<file path="config.mk">
export PLATFORM = sky130hd
export DESIGN_NAME = multi_channel_tick_timer_bank
export DESIGN_NICKNAME = d
export VERILOG_FILES = /design/src/rtl/mctt_pkg.sv /design/src/rtl/multi_channel_tick_timer_bank.sv
export SDC_FILE = /design/constraint.sdc
export NUM_CORES = 2
export LEC_CHECK = 0
export ABC_AREA = 1
export BUFFER_PORTS_ARGS = -buffer_cell sky130_fd_sc_hd__buf_2
export CORE_ASPECT_RATIO = 1.25
export CORE_MARGIN = 2
export CORE_UTILIZATION = 30
export DETAILED_ROUTE_END_ITERATION = 10
export PLACE_DENSITY = 0.48
export SLEW_MARGIN = 10
export SYNTH_ARGS = -nofsm -noshare
export SYNTH_HDL_FRONTEND = slang
export SYNTH_SLANG_ARGS = --single-unit
export TNS_END_PERCENT = 10
</file>
<file path="constraint.sdc">
create_clock -name clk_i -period 5.11 [get_ports clk_i]
set_input_delay 0.511 -clock clk_i [delete_from_list [all_inputs] [get_ports clk_i]]
set_output_delay 0.511 -clock clk_i [all_outputs]
set_load 0.01 [all_outputs]
</file>
<file path="src/rtl/mctt_pkg.sv">
`timescale 1ns / 1ps

package mctt_pkg;

  localparam int NumChannels = 8;

  localparam int CmdW      = 2;
  localparam int ChannelW  = 3;
  localparam int PeriodW   = 32;
  localparam int ExpiryW   = 8;

  typedef enum logic [CmdW-1:0] {
    CmdTick  = 2'd0,
    CmdStart = 2'd1,
    CmdStop  = 2'd2,
    CmdCheck = 2'd3
  } cmd_e;

  typedef logic [PeriodW-1:0] period_t;
  typedef logic [ExpiryW-1:0] expiry_t;

endpackage

</file>
<file path="src/rtl/multi_channel_tick_timer_bank.sv">
`timescale 1ns / 1ps

// Channel  | Handshake             | Payload
// ---------+-----------------------+------------------------------------------
// input    | in_valid_i/in_ready_o | cmd_i, channel_i, period_i, periodic_i
// output   | out_valid_o/out_ready_i | ok_o
//
// One item per cycle: at the accepting edge a tick decrements every enabled lane
// and any other command acts on the addressed lane; the ok flag is registered, so
// the result is offered the next cycle. Each lane has its own 32-bit decrementer.
// Reset disables every channel and clears all counts and the result register.
// The input stalls only while a result is held and out_ready_i is low.

module multi_channel_tick_timer_bank
  import mctt_pkg::*;
(
  input  logic                clk_i,
  input  logic                rst_ni,
  input  logic                in_valid_i,
  output logic                in_ready_o,
  input  logic [CmdW-1:0]     cmd_i,
  input  logic [ChannelW-1:0] channel_i,
  input  logic [PeriodW-1:0]  period_i,
  input  logic                periodic_i,
  output logic                out_valid_o,
  input  logic                out_ready_i,
  output logic                ok_o
);

  period_t reload_q [NumChannels];
  period_t reload_d [NumChannels];
  period_t remain_q [NumChannels];
  period_t remain_d [NumChannels];
  expiry_t expiry_q [NumChannels];
  expiry_t expiry_d [NumChannels];
  logic [NumChannels-1:0] periodic_q, periodic_d;
  logic [NumChannels-1:0] en_q, en_d;
  logic [NumChannels-1:0] lane_ok;

  logic out_valid_q, out_valid_d;
  logic ok_q, ok_d;
  logic in_fire;
  cmd_e cmd;

  assign cmd        = cmd_e'(cmd_i);
  assign in_ready_o = !out_valid_q || out_ready_i;
  assign in_fire    = in_valid_i && in_ready_o;

  always_comb begin
    period_t rem_dec;
    logic    hit;
    for (int i = 0; i < NumChannels; i++) begin
      reload_d[i]   = reload_q[i];
      remain_d[i]   = remain_q[i];
      expiry_d[i]   = expiry_q[i];
      periodic_d[i] = periodic_q[i];
      en_d[i]       = en_q[i];
      lane_ok[i]    = 1'b0;
      rem_dec       = remain_q[i] - period_t'(1);
      hit           = (32'(channel_i) == i);
      if (in_fire) begin
        case (cmd)
          CmdTick: begin
            if (en_q[i]) begin
              remain_d[i] = rem_dec;
              if (rem_dec == '0) begin
                expiry_d[i] = expiry_q[i] + expiry_t'(1);
                if (periodic_q[i]) remain_d[i] = reload_q[i];
                else               en_d[i]     = 1'b0;
              end
            end
          end
          CmdStart: begin
            if (hit && period_i != '0 && !en_q[i]) begin
              reload_d[i]   = period_i;
              remain_d[i]   = period_i;
              periodic_d[i] = periodic_i;
              expiry_d[i]   = '0;
              en_d[i]       = 1'b1;
              lane_ok[i]    = 1'b1;
            end
          end
          CmdStop: begin
            if (hit) begin
              en_d[i]     = 1'b0;
              expiry_d[i] = '0;
              lane_ok[i]  = 1'b1;
            end
          end
          CmdCheck: begin
            if (hit && expiry_q[i] != '0) begin
              expiry_d[i] = expiry_q[i] - expiry_t'(1);
              lane_ok[i]  = 1'b1;
            end
          end
          default: ;
        endcase
      end
    end
  end

  always_comb begin
    out_valid_d = out_valid_q;
    ok_d        = ok_q;
    if (in_fire) begin
      out_valid_d = 1'b1;
      ok_d        = |lane_ok;
    end else if (out_ready_i) begin
      out_valid_d = 1'b0;
    end
  end

  always_ff @(posedge clk_i or negedge rst_ni) begin
    if (!rst_ni) begin
      out_valid_q <= 1'b0;
      ok_q        <= 1'b0;
      en_q        <= '0;
      periodic_q  <= '0;
      for (int i = 0; i < NumChannels; i++) begin
        reload_q[i] <= '0;
        remain_q[i] <= '0;
        expiry_q[i] <= '0;
      end
    end else begin
      out_valid_q <= out_valid_d;
      ok_q        <= ok_d;
      en_q        <= en_d;
      periodic_q  <= periodic_d;
      for (int i = 0; i < NumChannels; i++) begin
        reload_q[i] <= reload_d[i];
        remain_q[i] <= remain_d[i];
        expiry_q[i] <= expiry_d[i];
      end
    end
  end

  assign out_valid_o = out_valid_q;
  assign ok_o        = ok_q;

`ifndef SYNTHESIS
  a_tick_not_ok: assert property (@(posedge clk_i) disable iff (!rst_ni)
    (in_fire && cmd == CmdTick) |=> (out_valid_q && !ok_q))
    else $error("tick item produced ok");

  a_stop_ok: assert property (@(posedge clk_i) disable iff (!rst_ni)
    (in_fire && cmd == CmdStop && 32'(channel_i) < NumChannels) |=> (out_valid_q && ok_q))
    else $error("stop item did not produce ok");

  a_enable_only_on_start: assert property (@(posedge clk_i) disable iff (!rst_ni)
    ($countones(en_q) > $countones($past(en_q)))
      |-> $past(in_fire && cmd == CmdStart))
    else $error("channel enabled without a start item");

  a_idle_no_change: assert property (@(posedge clk_i) disable iff (!rst_ni)
    !in_fire |=> (en_q == $past(en_q)))
    else $error("channel enables changed without an item");
`endif

endmodule
</file>
==> results.toml <==
[status]
outcome = "completed"

[clock_tree]
clock_sinks = 594
cts_resized = 0
h-tree-depth = 3
post_cts_buffers = 0
clkTransAtPathRegs_ns = 0.06
numCtsBuffers = 76
cts_hold_buf = 1
clockBufferDepth = 3
clockRootBuffer = "clkbuf_16"
cts_tree = "built"
clk_latency_ns = 0.69

[sta]
max_slew_margin_pct = 9.41
slew_violations = 0
setup_viol = 0
max_freq_ghz = 0.289
final.setup_skew_ns = 0.0409
hold_ws_ns = 0.102
fin_tns_setup_ns = 0
period_needed_ns = 3.46
hold_viol = 0
rsz0062_at_grt = "no"
tightest_slew_ns = 1.36
fin_crit_sh_pct = 67.7

[logic_synthesis]
postSynthCellCount = 6687
postSynthAreaPerCell_um2 = 6.32
synthMuxAreaShare_pct = 0
synth-compound-area-share_pct = 13.0
syn_nets = 6805
synth_top_family_by_area = "simple AND/OR/NAND/NOR gates"
ys_seq_elements = 594
synth_xor_area_share_pct = 0.497
ys_seq_area_share_pct = 35.2
yosys.area_share.simple_pct = 39.9
synth_fa_ha_area_share_pct = 2.39
yosysWarnings = 0
ys_types = 40
synth_top_area_share_pct = 35.2
netlist_area_um2 = 42300
synthTopCellsByArea = "dfrtp_1 (35%), nand2_1 (19%), nor2_1 (9.7%)"
yosys.area.top_type = "dfrtp_1"

[worst_setup_path]
critPathMaxFanout = 17
path_class = "reg -> reg"
arrival_ns = 4.01
r2r_cells = 15
cp-end-kind = "flop"
cp_data_required_time_ns = 5.67
r2r_slack_ns = 1.65
crit_path_start_kind = "flop"
r2r_start = "remain_q[224]"
r2r-end = "expiry_q[57]"

[layout]
final_cells = 8551
layout-drive-gt1-share_pct = 6.92
n_fill_cell = 15467
syn2layout_area_growth_pct = 11.6
fin_util_pct = 33.6
fin_nets = 6730

[detailed_routing]
highest_layer = "met5"
vias = 43563
wirelength_um = 175000
wire_per_inst_um = 20.5
first_iter_violations = 3823
drc = 0
wl_met2_um = 82700
antenna_left = 0
wl_met1_um = 74600
wl_met3_um = 9760
drtPass1Iterations = 7
viasPerCell = 5.09

[power]
combPwrFrac_pct = 33.3
swShare_pct = 41.2
pwr_density_cell_nw_per_um2 = 438
intPower_uw = 12100
irDropWorstVdd_v = 0.000273
p_switching_uw = 8500
seqPwrFrac_pct = 37.3
power_frac_clock_pct = 29.5
p_leak_uw = 0.0229

[floorplan]
rows = 154
core_area_um2 = 140000
dieArea_um2 = 144000
initial_core_util_pct = 30.1
io_pins = 45
fp.dieH_um = 424
die_w_um = 340

[placed_design]
gp_congestion = 0.897
io_buffers = 44
hpwl_um = 117000
dp.cells = 8405

[global_route]
grt_pass1_vias = 40931
grt_overflow = 0
antenna_found_initial = 32
track_usage_pct = 23.9
grt_first_pass_wirelength_um = 261000
grt_start_max_net_pins = 132

[worst_hold_path]
min_from = "out_ready_i"
worstHoldEndpoint = "out_valid_o"
hold_class = "in -> reg"
hold_depth = 4

[flow_run]
max-cap-violations = 0
## critical path, stage by stage, from the launching register on
cell and delay, ns:
dfrtp_1 0.41, inv_1 0.17, ha_1 0.28, nand2_1 0.08
nor2_1 0.23, nand3_1 0.23, o21ai_0 0.22, nand2_1 0.08
nor2_1 0.10, nand2_1 0.08, nor2_4 0.40, nand3_1 0.33
nand2_1 0.16, nand2_2 0.29, nand2_1 0.18, o21ai_2 0.06
## cell usage in the layout, fill, tap and decap left out, drive strengths merged, types with 3 or more instances in the layout
cell         n
nand3b      37
nor2      1173
bufinv      14
a21boi      36
clkbuf     101
nand4      336
inv        660
fa           8
xnor2        8
clkinvlp     3
nor4        22
or2          9
a21oi      286
nand3      209
and2         7
diode        7
clkinv      20
xor2        16
nand2     2177
dfrtp      594
nor3        27
o21bai       9
and3         3
ha          68
buf        142
o21ai      703
## registers in the layout, summed over array words and instances, names as in the netlist
signal	flops
en_q	8
expiry_q	64
ok_o	1
out_valid_o	1
periodic_q	8
reload_q	256
remain_q	256
## cells by family after synthesis
kind of cell | after synthesis
and+or+nand+nor | 4000
AOI/OAI and AO/OA | 1037
buffers and inverters | 956
DFF | 594
adders and majority gates | 76
xor gates and xnor gates | 24
## worst max path at each step
stage,from,to,slack [ns],depth (start not counted)
global placement,cmd_i[0],remain_q[81],1.69,12
global route,remain_q[226],expiry_q[57],1.25,14
finish,remain_q[224],expiry_q[57],1.65,15
CTS,remain_q[32],expiry_q[15],1.72,17
floorplan,cmd_i[0],expiry_q[7],1.68,12
detailed placement,period_i[15],remain_q[215],1.54,13
## routing by layer
| layer | up-vias | track usage (%) |
|---|---|---|
| met4 | 12 | 10.4 |
| met2 | 1259 | 40.1 |
| met1 | 20711 | 30.8 |
| met3 | 296 | 2.98 |
| met5 | - | 0 |
| li1 | 21285 | - |
## cell type report
cell class,instances,area [um2],share of cell area (%)
multi-input combinational,5137,23600,50.1
sequential,594,14900,31.5
inverter,660,2480,5.27
tap,1872,2340,4.97
clock buffer,101,2190,4.64
timing repair buffer,143,1050,2.23
clock inverter,37,577,1.22
antenna,7,17.5,0.0372
## power by group through the flow
stage / combinational, uW / clock (uW) / sequential, uW
detailed placement: 6860 / 0 / 7730
finish: 6870 / 6080 / 7700
global placement: 6750 / 0 / 7720
floorplan: 5260 / 0 / 7100
global route: 7970 / 6400 / 7890
CTS: 6880 / 6220 / 7670
## metrics by stage
| stage | setup slack, ns | total power (uW) | area, um2 |
|---|---|---|---|
| floorplan | 1.68 | 12400 | 42300 |
| global placement | 1.69 | 14500 | 44400 |
| detailed placement | 1.54 | 14600 | 44400 |
| CTS | 1.72 | 20800 | 47100 |
| global route | 1.25 | 22300 | 47100 |
| finish | 1.65 | 20600 | 47200 |
## cells in the mapped netlist
cell and number:
buf_4 17, nand4_1 336, or2_2 9, o211ai_1 1, a21boi_1 25, clkbuf_1 175
ha_1 68, buf_2 87, nor3_1 21, nor3_4 5, xor2_1 16, nor2_8 1
buf_6 8, nor2_2 54, nand3b_1 37, and3_1 3, xnor2_1 8, o21ai_2 47
nor2_4 21, a31oi_1 1, a21boi_0 11, nand3_2 7, nand3_1 202, o21ai_0 619
nand2_2 28, inv_1 657, o21bai_1 9, a211o_1 1, nor3_2 1, nand2_1 2149
a21oi_1 286, and2_1 7, buf_1 9, nor4_1 22, inv_2 2, o21ai_1 37
nor2_1 1097, fa_1 8, clkinv_1 1, dfrtp_1 594
(Power assumes the default switching activity.)
